==> config.mk <==
export PLATFORM = sky130hd
export DESIGN_NAME = char_lcd_text_buffer_sync_unit
export DESIGN_NICKNAME = d
export VERILOG_FILES = /design/src/design/clcd_tbs_pkg.sv /design/src/design/char_lcd_text_buffer_sync_unit.sv
export SDC_FILE = /design/constraint.sdc
export NUM_CORES = 2
export LEC_CHECK = 0
export BUFFER_PORTS_ARGS = -buffer_cell sky130_fd_sc_hd__buf_4
export CAP_MARGIN = 10
export CORE_ASPECT_RATIO = 0.9
export CORE_UTILIZATION = 60
export DETAILED_ROUTE_END_ITERATION = 12
export PLACE_DENSITY = 0.76
export SYNTH_ARGS = -nofsm -noshare
export SYNTH_HDL_FRONTEND = slang
export SYNTH_SLANG_ARGS = --single-unit
==> constraint.sdc <==
create_clock -name clk -period 4.1 [get_ports clk]
set_input_delay 0.205 -clock clk [delete_from_list [all_inputs] [get_ports clk]]
set_output_delay 0.205 -clock clk [all_outputs]
set_load 0.02 [all_outputs]
==> src/design/clcd_tbs_pkg.sv <==
// ----------------------------------------------------------------------------
// clcd_tbs_pkg
// Shared types and constants for the character LCD text buffer sync unit.
// ----------------------------------------------------------------------------
package clcd_tbs_pkg;

    localparam int DEF_COLUMNS = 20;
    localparam int DEF_ROWS    = 4;
    localparam int MAX_RESULTS = 30;

    localparam logic [7:0] CHAR_NEWLINE   = 8'd10;
    localparam logic [7:0] CHAR_SPACE     = 8'h20;
    localparam logic [7:0] CMD_SET_ADDR   = 8'h80;
    localparam logic [7:0] ROW_ODD_OFFSET = 8'h40;

    typedef enum logic [1:0] {
        OP_PUT   = 2'd0,
        OP_GOTO  = 2'd1,
        OP_CLEAR = 2'd2,
        OP_SYNC  = 2'd3
    } op_t;

    typedef enum logic [3:0] {
        S_INIT,
        S_IDLE,
        S_SCROLL,
        S_BLANK,
        S_PUT,
        S_CLEAR,
        S_SYNC_RD,
        S_SYNC_CMP,
        S_PUSH_CMD,
        S_PUSH_DATA,
        S_SYNC_END
    } state_t;

endpackage

==> src/design/char_lcd_text_buffer_sync_unit.sv <==
// ----------------------------------------------------------------------------
// char_lcd_text_buffer_sync_unit
// Character LCD text store with cursor, scroll and differential row sync.
//
// Input channel (in_valid/in_ready) takes one command per transaction: put
// character, goto, clear screen or sync one row. The output channel
// (out_valid/out_ready) carries the LCD bus bytes of a row sync: a set-address
// command for each run of changed cells followed by its data bytes, with last
// marking the final byte of the sync.
// A put that wraps moves to the next row before it writes; a put or newline
// past the last row first scrolls the text store up one row and blanks the
// last row. Clear blanks every cell. A row sync examines its cells one by one,
// bounded by the single read port of the two cell memories. Bytes are held one
// deep so that last can be set.
// After reset the unit sweeps both memories (spaces in the text store, zero in
// the shown copy) with in_ready low.
// A stalled receiver holds the output register; a sync then waits, while
// other commands are still accepted once the sync has finished.
// ----------------------------------------------------------------------------
module char_lcd_text_buffer_sync_unit
    import clcd_tbs_pkg::*;
#(
    parameter int COLUMNS = DEF_COLUMNS,
    parameter int ROWS    = DEF_ROWS
)
(
    input  logic       clk,
    input  logic       rst_n,
    input  logic       in_valid,
    output logic       in_ready,
    input  logic [1:0] op,
    input  logic [7:0] char_code,
    input  logic [1:0] row,
    input  logic [4:0] column,
    output logic       out_valid,
    input  logic       out_ready,
    output logic       reg_select,
    output logic [7:0] bus_byte,
    output logic       last
);

    localparam int CELLS = ROWS * COLUMNS;
    localparam int CW    = $clog2(CELLS);
    localparam int XW    = $clog2(COLUMNS);
    localparam int COLW  = $clog2(COLUMNS + 1);

    logic [7:0] text_mem  [CELLS];
    logic [7:0] shown_mem [CELLS];

    state_t          state_reg, state_next;
    logic [CW-1:0]   ptr_reg, ptr_next;
    logic [COLW-1:0] cursor_col_reg, cursor_col_next;
    logic [1:0]      cursor_row_reg, cursor_row_next;
    logic [7:0]      ch_reg, ch_next;
    logic            put_pend_reg, put_pend_next;
    logic [1:0]      row_reg, row_next;
    logic [CW-1:0]   base_reg, base_next;
    logic [XW-1:0]   x_reg, x_next;
    logic [4:0]      n_reg, n_next;
    logic            in_run_reg, in_run_next;
    logic            hold_valid_reg, hold_valid_next;
    logic            hold_rs_reg, hold_rs_next;
    logic [7:0]      hold_byte_reg, hold_byte_next;
    logic            out_valid_reg, out_valid_next;
    logic            out_rs_reg, out_rs_next;
    logic [7:0]      out_byte_reg, out_byte_next;
    logic            out_last_reg, out_last_next;
    logic [7:0]      text_rd_reg, shown_rd_reg;

    logic            text_we, shown_we, rd_en;
    logic [CW-1:0]   text_wa, shown_wa, rd_addr;
    logic [7:0]      text_wd, shown_wd;

    logic            accept, slot_free, cells_differ, at_last_col, last_row;
    logic            col_full, goto_row_hi, goto_col_hi;
    logic [CW-1:0]   cur_addr, sync_addr;
    logic [31:0]     lcd_addr;
    logic [7:0]      cmd_byte;
    logic [5:0]      n_need;

    assign accept       = in_valid && in_ready;
    assign slot_free    = !out_valid_reg || out_ready;
    assign cells_differ = text_rd_reg != shown_rd_reg;
    assign at_last_col  = 32'(x_reg) == 32'(COLUMNS - 1);
    assign last_row     = 32'(cursor_row_reg) + 32'd1 >= 32'(ROWS);
    assign col_full     = 32'(cursor_col_reg) >= 32'(COLUMNS);
    assign goto_row_hi  = 32'(row) > 32'(ROWS - 1);
    assign goto_col_hi  = 32'(column) > 32'(COLUMNS - 1);
    assign cur_addr     = CW'(32'(cursor_row_reg) * 32'(COLUMNS) + 32'(cursor_col_reg));
    assign sync_addr    = CW'(32'(base_reg) + 32'(x_reg));
    assign lcd_addr     = (row_reg[0] ? 32'(ROW_ODD_OFFSET) : 32'd0)
                        + (row_reg[1] ? 32'(COLUMNS) : 32'd0) + 32'(x_reg);
    assign cmd_byte     = CMD_SET_ADDR | {1'b0, lcd_addr[6:0]};
    assign n_need       = 6'(n_reg) + (in_run_reg ? 6'd1 : 6'd2);

    assign in_ready   = state_reg == S_IDLE;
    assign out_valid  = out_valid_reg;
    assign reg_select = out_rs_reg;
    assign bus_byte   = out_byte_reg;
    assign last       = out_last_reg;

    // next state
    always_comb
    begin
        state_next = state_reg;
        unique case (state_reg)
            S_INIT:
            begin
                if (32'(ptr_reg) == 32'(CELLS - 1))
                    state_next = S_IDLE;
            end
            S_IDLE:
            begin
                if (accept)
                begin
                    unique case (op_t'(op))
                        OP_PUT:
                        begin
                            if (char_code == CHAR_NEWLINE)
                                state_next = last_row ? S_SCROLL : S_IDLE;
                            else if (col_full)
                                state_next = last_row ? S_SCROLL : S_PUT;
                        end
                        OP_GOTO:  state_next = S_IDLE;
                        OP_CLEAR: state_next = S_CLEAR;
                        OP_SYNC:
                        begin
                            if (32'(row) < 32'(ROWS))
                                state_next = S_SYNC_RD;
                        end
                        default:  state_next = S_IDLE;
                    endcase
                end
            end
            S_SCROLL:
            begin
                if (32'(ptr_reg) == 32'(CELLS - COLUMNS))
                    state_next = S_BLANK;
            end
            S_BLANK:
            begin
                if (32'(ptr_reg) == 32'(CELLS - 1))
                    state_next = put_pend_reg ? S_PUT : S_IDLE;
            end
            S_PUT: state_next = S_IDLE;
            S_CLEAR:
            begin
                if (32'(ptr_reg) == 32'(CELLS - 1))
                    state_next = S_IDLE;
            end
            S_SYNC_RD: state_next = S_SYNC_CMP;
            S_SYNC_CMP:
            begin
                if (cells_differ)
                begin
                    if (n_need > 6'(MAX_RESULTS))
                        state_next = S_SYNC_END;
                    else
                        state_next = in_run_reg ? S_PUSH_DATA : S_PUSH_CMD;
                end
                else
                    state_next = at_last_col ? S_SYNC_END : S_SYNC_RD;
            end
            S_PUSH_CMD:
            begin
                if (slot_free)
                    state_next = S_PUSH_DATA;
            end
            S_PUSH_DATA:
            begin
                if (slot_free)
                    state_next = at_last_col ? S_SYNC_END : S_SYNC_RD;
            end
            S_SYNC_END:
            begin
                if (!hold_valid_reg || slot_free)
                    state_next = S_IDLE;
            end
            default: state_next = S_INIT;
        endcase
    end

    // datapath and memory controls
    always_comb
    begin
        ptr_next        = ptr_reg;
        cursor_col_next = cursor_col_reg;
        cursor_row_next = cursor_row_reg;
        ch_next         = ch_reg;
        put_pend_next   = put_pend_reg;
        row_next        = row_reg;
        base_next       = base_reg;
        x_next          = x_reg;
        n_next          = n_reg;
        in_run_next     = in_run_reg;
        hold_valid_next = hold_valid_reg;
        hold_rs_next    = hold_rs_reg;
        hold_byte_next  = hold_byte_reg;
        out_valid_next  = out_valid_reg && !out_ready;
        out_rs_next     = out_rs_reg;
        out_byte_next   = out_byte_reg;
        out_last_next   = out_last_reg;
        text_we         = 1'b0;
        text_wa         = cur_addr;
        text_wd         = CHAR_SPACE;
        shown_we        = 1'b0;
        shown_wa        = sync_addr;
        shown_wd        = text_rd_reg;
        rd_en           = 1'b0;
        rd_addr         = sync_addr;
        unique case (state_reg)
            S_INIT:
            begin
                text_we  = 1'b1;
                text_wa  = ptr_reg;
                shown_we = 1'b1;
                shown_wa = ptr_reg;
                shown_wd = 8'd0;
                ptr_next = CW'(32'(ptr_reg) + 32'd1);
                if (32'(ptr_reg) == 32'(CELLS - 1))
                    ptr_next = '0;
            end
            S_IDLE:
            begin
                if (accept)
                begin
                    ch_next       = char_code;
                    ptr_next      = '0;
                    put_pend_next = char_code != CHAR_NEWLINE;
                    unique case (op_t'(op))
                        OP_PUT:
                        begin
                            if (char_code == CHAR_NEWLINE || col_full)
                            begin
                                cursor_col_next = '0;
                                if (last_row)
                                    cursor_row_next = 2'(ROWS - 1);
                                else
                                    cursor_row_next = cursor_row_reg + 2'd1;
                            end
                            else
                            begin
                                text_we         = 1'b1;
                                text_wd         = char_code;
                                cursor_col_next = cursor_col_reg + COLW'(1);
                            end
                        end
                        OP_GOTO:
                        begin
                            cursor_row_next = goto_row_hi ? 2'(ROWS - 1) : row;
                            cursor_col_next = goto_col_hi ? COLW'(COLUMNS - 1) : COLW'(column);
                        end
                        OP_CLEAR:
                        begin
                            cursor_col_next = '0;
                            cursor_row_next = '0;
                        end
                        OP_SYNC:
                        begin
                            row_next    = row;
                            base_next   = CW'(32'(row) * 32'(COLUMNS));
                            x_next      = '0;
                            n_next      = '0;
                            in_run_next = 1'b0;
                        end
                        default: ;
                    endcase
                end
            end
            S_SCROLL:
            begin
                if (32'(ptr_reg) < 32'(CELLS - COLUMNS))
                begin
                    rd_en    = 1'b1;
                    rd_addr  = CW'(32'(ptr_reg) + 32'(COLUMNS));
                    ptr_next = CW'(32'(ptr_reg) + 32'd1);
                end
                if (ptr_reg != '0)
                begin
                    text_we = 1'b1;
                    text_wa = CW'(32'(ptr_reg) - 32'd1);
                    text_wd = text_rd_reg;
                end
            end
            S_BLANK:
            begin
                text_we  = 1'b1;
                text_wa  = ptr_reg;
                ptr_next = CW'(32'(ptr_reg) + 32'd1);
            end
            S_PUT:
            begin
                text_we         = 1'b1;
                text_wd         = ch_reg;
                cursor_col_next = cursor_col_reg + COLW'(1);
            end
            S_CLEAR:
            begin
                text_we  = 1'b1;
                text_wa  = ptr_reg;
                ptr_next = CW'(32'(ptr_reg) + 32'd1);
            end
            S_SYNC_RD:
            begin
                rd_en = 1'b1;
            end
            S_SYNC_CMP:
            begin
                if (cells_differ)
                begin
                    if (n_need <= 6'(MAX_RESULTS))
                    begin
                        shown_we    = 1'b1;
                        in_run_next = 1'b1;
                    end
                end
                else
                begin
                    in_run_next = 1'b0;
                    x_next      = XW'(32'(x_reg) + 32'd1);
                end
            end
            S_PUSH_CMD, S_PUSH_DATA:
            begin
                if (slot_free)
                begin
                    if (hold_valid_reg)
                    begin
                        out_valid_next = 1'b1;
                        out_rs_next    = hold_rs_reg;
                        out_byte_next  = hold_byte_reg;
                        out_last_next  = 1'b0;
                    end
                    hold_valid_next = 1'b1;
                    n_next          = n_reg + 5'd1;
                    if (state_reg == S_PUSH_CMD)
                    begin
                        hold_rs_next   = 1'b0;
                        hold_byte_next = cmd_byte;
                    end
                    else
                    begin
                        hold_rs_next   = 1'b1;
                        hold_byte_next = text_rd_reg;
                        x_next         = XW'(32'(x_reg) + 32'd1);
                    end
                end
            end
            S_SYNC_END:
            begin
                if (hold_valid_reg && slot_free)
                begin
                    out_valid_next  = 1'b1;
                    out_rs_next     = hold_rs_reg;
                    out_byte_next   = hold_byte_reg;
                    out_last_next   = 1'b1;
                    hold_valid_next = 1'b0;
                end
            end
            default: ;
        endcase
    end

    always_ff @(posedge clk)
    begin
        if (text_we)
            text_mem[text_wa] <= text_wd;
        if (shown_we)
            shown_mem[shown_wa] <= shown_wd;
        if (rd_en)
        begin
            text_rd_reg  <= text_mem[rd_addr];
            shown_rd_reg <= shown_mem[rd_addr];
        end
    end

    always_ff @(posedge clk)
    begin
        ch_reg        <= ch_next;
        row_reg       <= row_next;
        base_reg      <= base_next;
        hold_rs_reg   <= hold_rs_next;
        hold_byte_reg <= hold_byte_next;
        out_rs_reg    <= out_rs_next;
        out_byte_reg  <= out_byte_next;
        out_last_reg  <= out_last_next;
    end

    always_ff @(posedge clk or negedge rst_n)
    begin
        if (!rst_n)
        begin
            state_reg      <= S_INIT;
            ptr_reg        <= '0;
            cursor_col_reg <= '0;
            cursor_row_reg <= '0;
            put_pend_reg   <= 1'b0;
            x_reg          <= '0;
            n_reg          <= '0;
            in_run_reg     <= 1'b0;
            hold_valid_reg <= 1'b0;
            out_valid_reg  <= 1'b0;
        end
        else
        begin
            state_reg      <= state_next;
            ptr_reg        <= ptr_next;
            cursor_col_reg <= cursor_col_next;
            cursor_row_reg <= cursor_row_next;
            put_pend_reg   <= put_pend_next;
            x_reg          <= x_next;
            n_reg          <= n_next;
            in_run_reg     <= in_run_next;
            hold_valid_reg <= hold_valid_next;
            out_valid_reg  <= out_valid_next;
        end
    end

    a_hold_empty_idle: assert property (@(posedge clk) disable iff (!rst_n)
        state_reg == S_IDLE |-> !hold_valid_reg)
        else $error("held bus byte left behind after sync");

    a_result_limit: assert property (@(posedge clk) disable iff (!rst_n)
        n_reg <= 5'(MAX_RESULTS))
        else $error("sync emitted too many bus bytes");

    a_read_latency: assert property (@(posedge clk) disable iff (!rst_n)
        state_reg == S_SYNC_CMP |-> $past(state_reg) == S_SYNC_RD)
        else $error("compare without preceding memory read");

    a_cursor_row: assert property (@(posedge clk) disable iff (!rst_n)
        32'(cursor_row_reg) < 32'(ROWS))
        else $error("cursor row out of range");

    a_cursor_col: assert property (@(posedge clk) disable iff (!rst_n)
        32'(cursor_col_reg) <= 32'(COLUMNS))
        else $error("cursor column out of range");

endmodule
# --- Word-level counts from Yosys, hierarchy flattened ---
# Memories as Yosys holds them, arrays and structs flattened. A register that Yosys moved wholly into a read port is not among the register bits.
# Index checks and enable logic that the tools add are counted.
totals:
  ram_bits: 1280
  output_inout_bits: 12
  register_bits: 66
  mem_count: 2
op_classes:
  n_addsub: 13
  n_reduce_logical: 36
  magnitude_cmp: 6
  mux: 92
  multipliers: 2
  eq_ne: 37
memory_table:
  columns: ["memory", "depth", "word_bits", "rd", "rd_clocked_by_memory_dff", "write_ports", "line_no", "text"]
  rows:
  - ["shown_mem", 80, 8, 1, 1, 1, "char_lcd_text_buffer_sync_unit.sv:48", "logic [7:0] shown_mem [CELLS];"]
  - ["text_mem", 80, 8, 1, 1, 1, "char_lcd_text_buffer_sync_unit.sv:47", "logic [7:0] text_mem [CELLS];"]
ops:
  columns: ["op", "count"]
  rows:
  - ["$mux W8", 8]
  - ["$mux W7", 9]
  - ["$mux W5", 10]
  - ["$mux W4", 11]
  - ["$pmux W4 S10", 1]
  - ["$pmux W5 S3", 2]
  - ["$add A7 B5 Y7", 4]
  - ["$mux W1", 28]
  - ["$pmux W7 S4", 1]
  - ["$ne A2 B2 Y1 const B", 12]
  - ["$pmux W8 S3", 1]
  - ["$pmux W5 S2", 2]
  - ["$eq A4 B3 Y1 const B", 4]
  - ["$pmux W4 S4", 1]
  - ["$pmux W8 S2", 1]
  - ["$reduce_and A4 Y1", 4]
  - ["$add A5 B1 Y5 const B", 3]
  - ["$pmux W1 S2", 7]
  - ["$pmux W7 S2", 1]
  - ["$eq A4 B4 Y1 const B", 3]
  - ["$reduce_and A3 Y1", 4]
  - ["$mul A2 B3 Y5 const B", 2]
  - ["$mux W2", 5]
  - ["$eq A4 B2 Y1 const B", 2]
  - ["43 further kinds", 60]

# --- Longest topological paths before layout ---
depth:
  depth_word: 8
  mapped_depth: 15

# --- Worst setup path before layout ---
# Ideal clock, no wire load.
synth_path:
  path_type: "reg-to-reg"
  start: "register state_reg[1]"
  end: "memory text_mem[0][5] (data pin)"
  setup_slack_ps: -105
  period_less_slack_ps: 4205
  stages_incl_launch_ff: 8
  required_time_ps: 3423
  path_buffers: 1
  arrival_ps: 3527
  path_cell_list: "dfrtp_1 > clkbuf_1 > nor4b_1 > nand2_1 > clkinv_1 > nand4_1 > o21ai_0 > nand3_1"
synth_via:
  elab_chain_cells: 4
  elab_cells_between_ends: 6
  classes_between: "eq/ne: 3; mux: 2; reduce/logical: 1"
synth_lines:
  columns: ["element", "line_no", "text"]
  rows:
  - ["from (decl)", "char_lcd_text_buffer_sync_unit.sv:50", "state_t state_reg, state_next;"]
  - ["from (signal assigned)", "char_lcd_text_buffer_sync_unit.sv:406", "state_reg <= state_next;"]
  - ["$eq A4 B1 Y1 (*)", "char_lcd_text_buffer_sync_unit.sv:96", "assign in_ready = state_reg == S_IDLE;"]
  - ["via in_ready", "char_lcd_text_buffer_sync_unit.sv:30", "output logic in_ready,"]
  - ["$logic_and A1 B1 Y1", "char_lcd_text_buffer_sync_unit.sv:81", "assign accept = in_valid && in_ready;"]
  - ["$mux W8", "char_lcd_text_buffer_sync_unit.sv:225", "if (accept)"]
  - ["$pmux W8 S3 (*)", "char_lcd_text_buffer_sync_unit.sv:211", "unique case (state_reg)"]
  - ["via text_wd[5]", "char_lcd_text_buffer_sync_unit.sv:72", "logic [7:0] text_wd, shown_wd;"]
  - ["to (decl)", "char_lcd_text_buffer_sync_unit.sv:47", null]
# Mark *: on every way through the listed nets, which the timed path passes. The rest lies on a longest branch.

# --- Worst setup path after layout ---
layout_path:
  start: "register ptr_reg[1]"
  end: "memory text_mem[40][0], enable pin"
layout_via:
  elab_chain_cells: 5
  elab_cells_between_ends: 8
  classes_between: "add/sub: 1; mux: 6; reduce/logical: 1"
layout_lines:
  columns: ["element", "line_no", "text"]
  rows:
  - ["from (decl)", "char_lcd_text_buffer_sync_unit.sv:51", "logic [CW-1:0] ptr_reg, ptr_next;"]
  - ["from (signal assigned)", "char_lcd_text_buffer_sync_unit.sv:407", "ptr_reg <= ptr_next;"]
  - ["branches (longest 5 deep; another with $sub A7 B1 Y7)", null, null]
# Parallel ways; which one is timed is not known.

==> tab_implementation.tex <==
\begin{tabular}{lr}
\hline
Metric & Value \\
\hline
\multicolumn{2}{l}{\textbf{Run status}} \\
Run status & complete, but fails checks \\
Violations in the final reports & negative setup slack \\
\multicolumn{2}{l}{\textbf{Timing}} \\
Final Worst Setup Slack & -0.0233 ns \\
Maximum clock frequency & 243 MHz \\
Worst Skew & 0.0259 ns \\
Period minus WS final & 4.12 ns \\
Number of endpoints with negative hold slack in the final report & 0 \\
Number of setup violations in the final report & 7 \\
Final critical-path share of the clock period & 101\% \\
Slew @ Worst Pin & 1.07 ns \\
RSZ-0062 raised after global routing & yes \\
Relative slew slack & 28.4\% \\
Slew Limit Fails & 0 \\
\multicolumn{2}{l}{\textbf{Die}} \\
Top-level port count & 33 \\
Number of core rows & 105 \\
Die boundary height & 292 µm \\
Effective utilization at floorplan & 61.0\% \\
Core area & 0.0917 mm² \\
Die Span X & 324 µm \\
Die footprint & 0.0944 mm² \\
\multicolumn{2}{l}{\textbf{Drt}} \\
Met2 layer wire length in the routed design & 66,600 µm \\
Via-to-Cell Ratio & 6.63 \\
Final routed DRC violation total & 0 \\
Highest routed metal layer & met5 \\
M1 wire length & 57,500 µm \\
Number of detailed-routing iterations run before antenna repair & 8 \\
Remaining number of nets flagged by the antenna check after routing & 0 \\
Final Routed Wirelength & 150,000 µm \\
Wirelength per Cell & 26.2 µm \\
Vias & 37,829 \\
Sum of met3 wire segment lengths after detailed routing & 21,000 µm \\
Detailed router's first-iteration violation count & 6,123 \\
\multicolumn{2}{l}{\textbf{Power and ir drop}} \\
Lkg Pwr & 22.1 nW \\
Power density normalized to cell area & 670 mW/mm² \\
Total chip power & 42.6 mW \\
Highest ir drop seen on vdd & 0.000624 V \\
\multicolumn{2}{l}{\textbf{Worst setup path}} \\
Critical path class & flop to flop \\
Critical Path AT & 4.58 ns \\
Critical path required time & 4.56 ns \\
Setup crit end kind & flop \\
Crit start category & flop \\
Critical path peak fanout & 8 \\
\multicolumn{2}{l}{\textbf{Logic synthesis}} \\
Yosys synthesis warning count & 0 \\
Number of distinct library cell variants in the gate-level netlist after synthesis & 80 \\
Most numerous cell in the Yosys netlist & sky130\_fd\_sc\_hd\_\_edfxtp\_1 \\
Ys async rst share & 2.36\% \\
Syn\_nets & 4,213 \\
Fraction of synthesized cell area taken by the top area cell type & 71.2\% \\
Most common library cells after synthesis & sky130\_fd\_sc\_hd\_\_edfxtp\_1 (1,325), sky130\_fd\_sc\_hd\_\_nand2\_1 (847), sky130\_fd\_sc\_hd\_\_nand3\_1 (243), sky130\_fd\_sc\_hd\_\_nor2\_1 (229), sky130\_fd\_sc\_hd\_\_a21oi\_1 (225) \\
Top cells by area, synth & sky130\_fd\_sc\_hd\_\_edfxtp\_1 (71\%), sky130\_fd\_sc\_hd\_\_nand2\_1 (5.7\%), sky130\_fd\_sc\_hd\_\_nand3\_1 (2.2\%) \\
Share of synthesized area occupied by flip-flops and latches & 72.6\% \\
Area leader, netlist & sky130\_fd\_sc\_hd\_\_edfxtp\_1 \\
Synthesized instance count & 4,165 \\
Total standard cell area after synthesis & 0.0559 mm² \\
Prevailing post-synth register cell & sky130\_fd\_sc\_hd\_\_edfxtp\_1 \\
Mean post-synth cell area & 13.4 µm² \\
Number of storage elements in the synthesis netlist & 1,357 \\
Number of synthesized flops with an enable pin & 1,325 \\
\multicolumn{2}{l}{\textbf{Clock tree}} \\
CTS Buffer Depth & 3 \\
H-Tree Level Count & 4 \\
Clock Tree Root & sky130\_fd\_sc\_hd\_\_clkbuf\_16 \\
Clock latency of the later-clocked register in the worst-skew pair & 0.76 ns \\
CTS tree & built \\
Clk slew on worst S/H paths & 0.06 ns \\
Number of buffers created by CTS & 133 \\
Number of sinks handled by clock tree synthesis & 1,357 \\
\multicolumn{2}{l}{\textbf{Final layout}} \\
Filler cell count & 6,006 \\
Area growth from synthesis to final layout & 13.7\% \\
Number of nets in the finished design & 4,425 \\
Antenna diode count & 0 \\
Fraction of final layout cells with drive strength greater than 1 & 13.5\% \\
Seq. cell area & 0.0406 mm² \\
Area taken by multi-input logic gates & 0.0143 mm² \\
Largest registers in the final layout & shown\_mem: 640 flops, text\_mem: 640 flops \\
\multicolumn{2}{l}{\textbf{Place}} \\
HPWL after detailed placement & 91,200 µm \\
Number of buffer cells added on primary ports & 32 \\
Weighted congestion at the end of routability-driven global placement & 0.981 \\
Worst slack after detailed placement & 0.0252 ns \\
\multicolumn{2}{l}{\textbf{Flow run}} \\
Maximum capacitance violations & 0 \\
\multicolumn{2}{l}{\textbf{Global routing}} \\
Number of antenna violations at the first check in global routing & 5 \\
Via count of the first global-routing pass & 35,640 \\
Total GRT Usage & 31.7\% \\
Wire length of the first global-routing pass & 221,000 µm \\
Largest net degree at the start of global routing & 93 \\
Total congestion overflow & 0 \\
\multicolumn{2}{l}{\textbf{Hold path}} \\
HP Class & input port to flop \\
\hline
\end{tabular}
-- critical path: stages, from the launching register on --
cell and delay, ns:
sky130_fd_sc_hd__dfrtp_1 0.38, sky130_fd_sc_hd__inv_1 0.22, sky130_fd_sc_hd__ha_1 0.25, sky130_fd_sc_hd__nor2b_1 0.36
sky130_fd_sc_hd__a31oi_1 0.25, sky130_fd_sc_hd__a22o_1 0.26, sky130_fd_sc_hd__a22o_1 0.23, sky130_fd_sc_hd__a31oi_1 0.60
sky130_fd_sc_hd__nand3_1 0.63, sky130_fd_sc_hd__nor2_1 0.41, sky130_fd_sc_hd__buf_4 0.24
-- per-layer routing --
metal	up-vias	track usage, %
met5	-	0
met4	4	10.1
met3	332	8.30
met2	2740	46.5
met1	18496	46.7
li1	16257	-
-- final cells by class --
cell class              instances  share of cell area, %
clock buffers                 168                   5.54
clock inverters                64                  0.779
inverters                      36                  0.213
multi-input cells            2503                   22.4
flip-flops and latches       1357                   63.8
well taps                    1230                   2.42
repair buffers                346                   4.76
-- logic make-up after synthesis --
logic type      share of synthesized area (%)
buf+inv                                  2.34
mux                                      2.42
simple gates                             12.5
xor+xnor                                0.345
fa+ha+maj                               0.662
flops                                    72.6
compound gates                           9.16
-- cell usage in the layout (no fill, tap or decap), types with 14 or more instances in the layout --
cell and count:
sky130_fd_sc_hd__clkbuf_16 136, sky130_fd_sc_hd__nor2_1 215, sky130_fd_sc_hd__nand3_1 242, sky130_fd_sc_hd__edfxtp_1 1325
sky130_fd_sc_hd__mux2i_1 53, sky130_fd_sc_hd__clkinv_2 14, sky130_fd_sc_hd__mux4_2 30, sky130_fd_sc_hd__nor4_1 17
sky130_fd_sc_hd__a211oi_1 133, sky130_fd_sc_hd__clkinv_1 30, sky130_fd_sc_hd__a221oi_1 42, sky130_fd_sc_hd__ha_1 24
sky130_fd_sc_hd__buf_4 294, sky130_fd_sc_hd__a31oi_1 93, sky130_fd_sc_hd__o21ai_0 76, sky130_fd_sc_hd__o22ai_1 35
sky130_fd_sc_hd__nand4_1 48, sky130_fd_sc_hd__or4_1 15, sky130_fd_sc_hd__clkbuf_1 32, sky130_fd_sc_hd__a22oi_1 35
sky130_fd_sc_hd__a311oi_1 34, sky130_fd_sc_hd__buf_12 30, sky130_fd_sc_hd__dlygate4sd3_1 22, sky130_fd_sc_hd__a21oi_1 225
sky130_fd_sc_hd__and3_1 108, sky130_fd_sc_hd__o221ai_1 20, sky130_fd_sc_hd__nand2_1 839, sky130_fd_sc_hd__inv_1 26
sky130_fd_sc_hd__dfrtp_1 32
-- path summary, 6_finish.rpt --
| path | from | endpoint | cells after the start | slack [ns] |
|---|---|---|---|---|
| worst max-delay path | ptr_reg[1] | text_mem[40][0] | 10 | -0.02 |
| worst min-delay path | op[0] | cursor_row_reg[0] | 5 | 0.14 |
| worst max register to register | ptr_reg[1] | text_mem[40][0] | 10 | -0.02 |
| worst min register to register | hold_rs_reg | reg_select | 0 | 0.42 |
| max in group asynchronous | rst_n | hold_valid_reg | 4 | 3.41 |
| min in group asynchronous | rst_n | cursor_col_reg[0] | 4 | 0.48 |
-- repair_timing --
action | in CTS | in global routing
setup buffers | 0 | 3
endpoints found under the setup margin | 0 | 323
endpoints found under the hold margin | 56 | 0
hold buffers | 23 | 0
gates resized for setup | 0 | 30
-- power breakdown --
part	internal, mW	leakage, nW	switching, mW
Sequential	17.7	12.5	0.389
Combinational	3.67	7.63	9.34
Clock	6.41	1.95	5.06
-- metrics by stage --
step	hold WS, ns	util [%]	cells	cell area, µm²	TNS (ns)
global placement	0.181	64.6	5446	59200	0
global route	0.156	69.3	5704	63600	-2.24
detailed placement	0.179	64.6	5446	59200	0
finish	0.142	69.3	5704	63600	-0.148
CTS	0.0997	69.2	5701	63500	0
floorplan	-0.0906	-	4165	55900	0
Power figures use the tool's default switching activity.
